--- src/sidta_pkg.sv ---
`timescale 1ns / 1ps
package sidta_pkg;

    localparam int VALUE_W       = 32;
    localparam int CFG_W         = 4;
    localparam int CHAR_W        = 8;
    localparam int DIGIT_W       = 4;
    localparam int NUM_DIGITS    = 10;
    localparam int BITS_PER_STEP = 4;
    localparam int STEP_COUNT    = VALUE_W / BITS_PER_STEP;
    localparam int STEP_W        = $clog2(STEP_COUNT);
    localparam int POS_W         = $clog2(NUM_DIGITS);

    localparam logic [CFG_W-1:0]  DIGIT_COUNT_RESET = CFG_W'(NUM_DIGITS);

    localparam logic [CHAR_W-1:0] CH_MINUS = 8'h2D;
    localparam logic [CHAR_W-1:0] CH_SPACE = 8'h20;
    localparam logic [CHAR_W-1:0] CH_ZERO  = 8'h30;
    localparam logic [CHAR_W-1:0] CH_NINE  = 8'h39;

    typedef logic [DIGIT_W-1:0] digit_t;
    typedef logic [NUM_DIGITS-1:0][DIGIT_W-1:0] digit_vec_t;
    typedef logic [BITS_PER_STEP-1:0] carry_t;

    typedef struct packed {
        logic clr;
        logic step;
    } cell_ctl_t;

    typedef struct packed {
        logic              neg;
        logic [POS_W-1:0]  top;
        digit_vec_t        digits;
    } ser_item_t;

    // double-dabble correction ahead of each shift
    function automatic digit_t add3(input digit_t d);
        return (d >= digit_t'(5)) ? digit_t'(d + digit_t'(3)) : d;
    endfunction

    // index of the most significant emitted digit, count clamped to 1..10
    function automatic logic [POS_W-1:0] top_index(input logic [CFG_W-1:0] c);
        logic [POS_W-1:0] r;
        if (c == '0) begin
            r = '0;
        end else if (c > CFG_W'(NUM_DIGITS)) begin
            r = POS_W'(NUM_DIGITS - 1);
        end else begin
            r = POS_W'(c - CFG_W'(1));
        end
        return r;
    endfunction

endpackage

--- src/sidta_bcd_cell.sv ---
`timescale 1ns / 1ps
module sidta_bcd_cell import sidta_pkg::*; (
    input  logic      aclk,
    input  cell_ctl_t ctl,
    input  carry_t    carry_in,
    output carry_t    carry_out,
    output digit_t    digit
);

    digit_t digit_reg;
    digit_t digit_next;
    digit_t stage_v [BITS_PER_STEP+1];
    digit_t adj_v   [BITS_PER_STEP];

    // carry_in[0] is shifted in first
    always_comb begin
        stage_v[0] = digit_reg;
        for (int s = 0; s < BITS_PER_STEP; s++) begin
            adj_v[s]       = add3(stage_v[s]);
            carry_out[s]   = adj_v[s][DIGIT_W-1];
            stage_v[s+1]   = {adj_v[s][DIGIT_W-2:0], carry_in[s]};
        end
    end

    always_comb begin
        digit_next = digit_reg;
        if (ctl.clr) begin
            digit_next = '0;
        end else if (ctl.step) begin
            digit_next = stage_v[BITS_PER_STEP];
        end
    end

    always_ff @(posedge aclk) begin
        digit_reg <= digit_next;
    end

    assign digit = digit_reg;

endmodule

--- src/sidta_serializer.sv ---
`timescale 1ns / 1ps
module sidta_serializer import sidta_pkg::*; (
    input  logic              aclk,
    input  logic              aresetn,
    input  logic              load,
    input  ser_item_t         load_item,
    output logic              can_load,
    output logic              m_valid,
    input  logic              m_ready,
    output logic [CHAR_W-1:0] m_character,
    output logic              m_last
);

    logic             valid_reg, valid_next;
    logic             sign_phase_reg, sign_phase_next;
    logic [POS_W-1:0] pos_reg, pos_next;
    logic             neg_reg, neg_next;
    digit_vec_t       digits_reg, digits_next;

    logic beat;
    logic final_digit;

    assign final_digit = !sign_phase_reg && (pos_reg == '0);
    assign beat        = valid_reg && m_ready;
    assign can_load    = !valid_reg || (beat && final_digit);

    always_comb begin
        valid_next      = valid_reg;
        sign_phase_next = sign_phase_reg;
        pos_next        = pos_reg;
        neg_next        = neg_reg;
        digits_next     = digits_reg;
        if (load) begin
            valid_next      = 1'b1;
            sign_phase_next = 1'b1;
            pos_next        = load_item.top;
            neg_next        = load_item.neg;
            digits_next     = load_item.digits;
        end else if (beat) begin
            if (sign_phase_reg) begin
                sign_phase_next = 1'b0;
            end else if (pos_reg == '0) begin
                valid_next = 1'b0;
            end else begin
                pos_next = pos_reg - POS_W'(1);
            end
        end
    end

    always_ff @(posedge aclk) begin
        if (!aresetn) begin
            valid_reg      <= 1'b0;
            sign_phase_reg <= 1'b1;
        end else begin
            valid_reg      <= valid_next;
            sign_phase_reg <= sign_phase_next;
        end
    end

    always_ff @(posedge aclk) begin
        pos_reg    <= pos_next;
        neg_reg    <= neg_next;
        digits_reg <= digits_next;
    end

    always_comb begin
        if (sign_phase_reg) begin
            m_character = neg_reg ? CH_MINUS : CH_SPACE;
        end else begin
            m_character = CH_ZERO + CHAR_W'(digits_reg[pos_reg]);
        end
    end

    assign m_valid = valid_reg;
    assign m_last  = final_digit;

endmodule

--- src/signed_int_to_decimal_ascii.sv ---
`timescale 1ns / 1ps
// Converts a signed 32-bit value into a sign character ('-' or space) followed by
// digit_count ASCII digits, most significant first, one character per output beat,
// with m_last on the final digit. Digit counts of 0 act as 1 and above 10 act as 10;
// fewer than ten digits keep only the low-order ones. The magnitude is converted by
// a chain of ten BCD digit cells doing double-dabble, four input bits per cycle; the
// conversion overlaps with the output of the previous value. A new value is taken
// while the converter is idle, or as its finished result is loaded into the
// serializer, which happens once the previous value's last digit goes out.
module signed_int_to_decimal_ascii import sidta_pkg::*; (
    input  logic                      aclk,
    input  logic                      aresetn,
    input  logic                      cfg_wr_en,
    input  logic [CFG_W-1:0]          cfg_wr_data,
    input  logic                      s_valid,
    output logic                      s_ready,
    input  logic signed [VALUE_W-1:0] s_value,
    output logic                      m_valid,
    input  logic                      m_ready,
    output logic [CHAR_W-1:0]         m_character,
    output logic                      m_last
);

    typedef enum logic [2:0] {
        CV_IDLE = 3'b001,
        CV_RUN  = 3'b010,
        CV_DONE = 3'b100
    } cv_state_t;

    cv_state_t            cv_state_reg, cv_state_next;
    logic [CFG_W-1:0]     digit_count_reg;
    logic [STEP_W-1:0]    step_cnt_reg, step_cnt_next;
    logic [VALUE_W-1:0]   mag_reg, mag_next;
    logic                 neg_reg, neg_next;

    logic [VALUE_W-1:0]   value_u;
    logic [VALUE_W-1:0]   mag_in;
    logic                 s_accept;
    logic                 ser_can_load;
    logic                 ser_load;
    ser_item_t            ser_item;
    cell_ctl_t            cell_ctl;
    carry_t               feed;
    carry_t               cell_in  [NUM_DIGITS];
    carry_t               carry    [NUM_DIGITS];
    digit_t               digits   [NUM_DIGITS];

    always_ff @(posedge aclk) begin
        if (!aresetn) begin
            digit_count_reg <= DIGIT_COUNT_RESET;
        end else if (cfg_wr_en) begin
            digit_count_reg <= cfg_wr_data;
        end
    end

    assign value_u  = s_value;
    assign mag_in   = value_u[VALUE_W-1] ? (~value_u + VALUE_W'(1)) : value_u;

    assign ser_load = (cv_state_reg == CV_DONE) && ser_can_load;
    assign s_ready  = (cv_state_reg == CV_IDLE) || ser_load;
    assign s_accept = s_valid && s_ready;

    always_comb begin
        cv_state_next = cv_state_reg;
        step_cnt_next = step_cnt_reg;
        mag_next      = mag_reg;
        neg_next      = neg_reg;
        unique case (cv_state_reg)
            CV_IDLE: begin
                if (s_accept) begin
                    cv_state_next = CV_RUN;
                end
            end
            CV_RUN: begin
                step_cnt_next = step_cnt_reg + STEP_W'(1);
                mag_next      = mag_reg << BITS_PER_STEP;
                if (step_cnt_reg == STEP_W'(STEP_COUNT - 1)) begin
                    cv_state_next = CV_DONE;
                end
            end
            CV_DONE: begin
                if (ser_load) begin
                    cv_state_next = s_accept ? CV_RUN : CV_IDLE;
                end
            end
            default: begin
                cv_state_next = CV_IDLE;
            end
        endcase
        if (s_accept) begin
            step_cnt_next = '0;
            mag_next      = mag_in;
            neg_next      = value_u[VALUE_W-1];
        end
    end

    always_ff @(posedge aclk) begin
        if (!aresetn) begin
            cv_state_reg <= CV_IDLE;
            step_cnt_reg <= '0;
        end else begin
            cv_state_reg <= cv_state_next;
            step_cnt_reg <= step_cnt_next;
        end
    end

    always_ff @(posedge aclk) begin
        mag_reg <= mag_next;
        neg_reg <= neg_next;
    end

    assign cell_ctl.clr  = s_accept;
    assign cell_ctl.step = (cv_state_reg == CV_RUN);

    // magnitude enters the least significant cell msb first
    always_comb begin
        for (int s = 0; s < BITS_PER_STEP; s++) begin
            feed[s] = mag_reg[VALUE_W-1-s];
        end
    end

    for (genvar i = 0; i < NUM_DIGITS; i++) begin : g_cell
        if (i == 0) begin : g_first
            assign cell_in[i] = feed;
        end else begin : g_next
            assign cell_in[i] = carry[i-1];
        end
        sidta_bcd_cell u_cell (
            .aclk      (aclk),
            .ctl       (cell_ctl),
            .carry_in  (cell_in[i]),
            .carry_out (carry[i]),
            .digit     (digits[i])
        );
        assign ser_item.digits[i] = digits[i];
    end

    assign ser_item.neg = neg_reg;
    assign ser_item.top = top_index(digit_count_reg);

    sidta_serializer u_ser (
        .aclk        (aclk),
        .aresetn     (aresetn),
        .load        (ser_load),
        .load_item   (ser_item),
        .can_load    (ser_can_load),
        .m_valid     (m_valid),
        .m_ready     (m_ready),
        .m_character (m_character),
        .m_last      (m_last)
    );

    // the top digit never spills out, since every magnitude is below 10^10
    a_no_overflow: assert property (@(posedge aclk) disable iff (!aresetn)
        (cv_state_reg == CV_RUN) |-> (carry[NUM_DIGITS-1] == '0))
        else $error("bcd chain overflow");

    a_accept_starts: assert property (@(posedge aclk) disable iff (!aresetn)
        (s_valid && s_ready) |=> (cv_state_reg == CV_RUN && step_cnt_reg == '0))
        else $error("conversion did not start after input beat");

    a_sign_first: assert property (@(posedge aclk) disable iff (!aresetn)
        ser_load |=> (m_valid && !m_last
                      && (m_character == CH_MINUS || m_character == CH_SPACE)))
        else $error("value does not open with a sign character");

    a_last_digit: assert property (@(posedge aclk) disable iff (!aresetn)
        (m_valid && m_last) |-> (m_character >= CH_ZERO && m_character <= CH_NINE))
        else $error("last flag on a non-digit character");

endmodule

--- config.mk ---
export PLATFORM = sky130hd
export DESIGN_NAME = signed_int_to_decimal_ascii
export DESIGN_NICKNAME = d
export VERILOG_FILES = /design/src/sidta_pkg.sv /design/src/sidta_bcd_cell.sv /design/src/sidta_serializer.sv /design/src/signed_int_to_decimal_ascii.sv
export SDC_FILE = /design/constraint.sdc
export NUM_CORES = 1
export LEC_CHECK = 0
export CORE_ASPECT_RATIO = 0.6
export CORE_MARGIN = 2
export CORE_UTILIZATION = 45
export CTS_BUF_LIST = sky130_fd_sc_hd__clkbuf_4
export DETAILED_ROUTE_END_ITERATION = 10
export DONT_BUFFER_PORTS = 1
export GPL_ROUTABILITY_DRIVEN = 1
export SLEW_MARGIN = 25
export SYNTH_ARGS = -nofsm -noshare
export SYNTH_HDL_FRONTEND = slang
export SYNTH_SLANG_ARGS = --single-unit
--- constraint.sdc ---
create_clock -name aclk -period 3.55 [get_ports aclk]
set_clock_uncertainty 0.1 [all_clocks]
set_input_delay 0.355 -clock aclk [delete_from_list [all_inputs] [get_ports aclk]]
set_output_delay 0.355 -clock aclk [all_outputs]
set_load 0.01 [all_outputs]
==> metrics.cfg <==
[floorplan]
fp.dieW_um=202
ios=52
die_h_um=123
core.rowCount=43
start_util=0.458
dieArea_um2=24900
core_area_um2=23100

[worst_setup_path]
worstSetupPathType=reg2reg
crit_chain=inv_1, ha_1, and2b_2, or3_4, o211ai_1, nand3_1, and2_4, ha_4, a211oi_2, a221oi_1, o32a_1, a21o_1, mux2i_1, o22ai_1
max_stage_delay_ns=0.43
startpoint_type=flip-flop
critPathArrivalTime_ns=3.87
crit_buf_inv=1
crit_fanout=5
worstSetupEndpointType=flip-flop
worst_path_dominant_cell_family=compound AO/OA/AOI/OAI gates
cp.required_ns=3.92
crit_path_top_delay_cell=o32a_1

[global_routing]
grt_use_total=0.239
antenna_found_initial=2
use_met2=0.330
grt_pass1_wl_um=47200
busiest_layer=met1
grtUsageMet1=0.381
met3_usage=0.0448
grt_max_degree=43
grt_overflow=0
grt_pass1_vias=9125

[drt]
drc_errors=0
routed_wl_um=31100
viasPerCell=5.87
wl_per_cell_um=17.5
drtIter0Drc=741
dr.pass1.iters=5
antenna_left=0
vias=10400

[clocking]
clock_latency_ns=0.59
cts_tree=built
clock_sinks=130
cts_buffers=17
clk_path_buf_depth=2
root_buffer=clkbuf_4
clk_pin_slew_ns=0.13
htreeDepth=4

[timing]
finalCriticalPeriod_ns=3.51
fmax_ghz=0.285
slew_viol_final=0
finalCritPeriodShare=0.988
rsz0062_at_grt=yes
maxSlewHeadroom=0.397
fin_ws_ns=0.0410
tightest_slew_ns=0.905
setup_viol=0
finalHoldViolCount=0

[placed_design]
numPortBuffers=0
place_inst=1667
gp_congestion=0.924
dpl.hpwl_um=21700
pre_cts_ws_ns=-0.188

[final_layout]
drive_above_1_share=0.284
insertedDiodeCount=0
nNetsFinal=1531
stdcell_count=1771
syn_to_final_growth_pct=28.3
n_fill_cell=2079

[power_and_ir_drop]
powerDensity_nw_per_um2=1110
p_leak_nw=5.21
ir_drop_v=0.000437

[logic_synthesis]
ys_types=85
syn-cell-area_um2=10600
synth_flop_cell=edfxtp_1
yosys_warnings=0
ys_seq_area_frac=0.319
postSynthAreaPerCell_um2=8.35
syn_inst=1270
synth_seq_cells=130
synth-edff-count=78
async_flop_share=0

[run_status]
outcome=finished, final reports clean

[worst_hold_path]
hold_path.class=in2reg

[run]
max_cap_viol_count=0

report_power, final:
part / switching, mW / internal, mW / total [mW]
Combinational: 6.32 / 5.51 / 11.8
Clock: 0.618 / 0.362 / 0.980
Sequential: 0.371 / 1.98 / 2.35
Total: 7.31 / 7.86 / 15.2
kinds of logic after synthesis:
kind of cell / Yosys count / synth area share
DFF: 130 / 0.319
other: 2 / 0.000708
buffers and inverters: 119 / 0.0438
and+or+nand+nor: 437 / 0.204
adders and majority gates: 47 / 0.0554
xor gates and xnor gates: 43 / 0.0355
muxes: 59 / 0.0668
AOI/OAI and AO/OA: 433 / 0.275
worst paths after layout:
| path | endpoint | from | slack, ns | depth (start not counted) |
|---|---|---|---|---|
| worst max-delay path | g_cell[4].u_cell.digit[1] | g_cell[2].u_cell.digit[0] | 0.04 | 14 |
| worst min-delay path | mag_reg[29] | s_value[31] | 0.05 | 3 |
| worst max register to register | g_cell[4].u_cell.digit[1] | g_cell[2].u_cell.digit[0] | 0.04 | 14 |
| worst min register to register | step_cnt_reg[1] | step_cnt_reg[1] | 0.37 | 2 |
cells in the mapped netlist, types with 9 or more instances:
library cell / instances / area share
o21bai_1: 12 / 0.0085
ha_1: 47 / 0.055
o21ai_1: 40 / 0.019
or2_2: 13 / 0.0077
clkbuf_1: 42 / 0.015
inv_1: 62 / 0.022
mux2_2: 9 / 0.0096
xor2_1: 32 / 0.026
edfxtp_1: 78 / 0.22
and3_1: 12 / 0.0071
o21ai_0: 82 / 0.039
o211ai_1: 18 / 0.013
nor3_1: 24 / 0.011
a21oi_1: 85 / 0.040
a211o_1: 9 / 0.0074
a211oi_1: 26 / 0.018
and2_1: 21 / 0.012
o22ai_1: 14 / 0.0083
mux2i_1: 40 / 0.038
a22oi_1: 9 / 0.0064
o31ai_1: 12 / 0.0085
nor2_1: 106 / 0.038
nand2_1: 125 / 0.044
o21a_1: 14 / 0.0099
nor2b_1: 19 / 0.011
nand2b_1: 18 / 0.011
dfxtp_1: 52 / 0.098
xnor2_1: 11 / 0.0091
or3_1: 17 / 0.010
nand3_1: 30 / 0.014
o221ai_1: 13 / 0.011
a21o_1: 14 / 0.0099
repair_timing:
item / in CTS / in global routing
endpoints found under the hold margin: 45 / 0
gates resized for setup: 40 / 178
cloned: 0 / 0
setup buffers: 6 / 25
endpoints found under the setup margin: 23 / 34
hold buffers: 42 / 0
pin swaps: 11 / 67
layer usage:
layer / routed length (um) / vias to the layer above
met2: 12700 / 285
met1: 16100 / 4982
met5: 0 / -
li1: - / 5111
met4: 233 / 0
met3: 1940 / 24
final cells by class:
cell class	instances	area, um2	area share
Multi-Input combinational cell	1022	7600	0.558
Sequential cell	130	3410	0.251
Timing Repair Buffer	205	1680	0.124
Tap cell	315	394	0.0290
Inverter	67	254	0.0187
Clock buffer	18	135	0.00993
Clock inverter	14	131	0.00965
stage by stage:
step                      hold slack (ns)  utilization  TNS, ns  area (um2)  total power, mW
after floorplan                     0.300            -        0       10600             8.87
after CTS                        0.000346        0.549        0       12700             13.2
final                              0.0531        0.588        0       13600             15.2
after detailed placement            0.325        0.511   -0.836       11800             11.8
after global placement              0.320        0.511   -0.225       11800             11.6
after global routing               0.0377        0.588   -0.454       13600             16.3
placed cells by master, fill, tap and decap left out, types with 14 or more instances in the layout:
master / count
a21o_1: 14
a21oi_1: 72
and2_1: 14
buf_4: 160
clkbuf_4: 18
dfxtp_1: 38
dlygate4sd3_1: 42
edfxtp_1: 78
ha_1: 24
inv_1: 49
inv_2: 16
mux2i_1: 38
nand2_1: 120
nand2b_1: 15
nand3_1: 30
nor2_1: 100
nor2b_1: 14
nor3_1: 16
o211ai_1: 18
o21ai_0: 74
o21ai_1: 37
xor2_1: 31
worst register-to-register path, delay by kind of cell (launching register included):
family	cells	cell delay, ns
AOI/OAI and AO/OA	6	1.20
and+or+nand+nor	4	1.02
DFF	1	0.39
adders and majority gates	2	0.38
muxes	1	0.26
buffers and inverters	1	0.05
No activity file was read; power rests on OpenSTA's default activity.
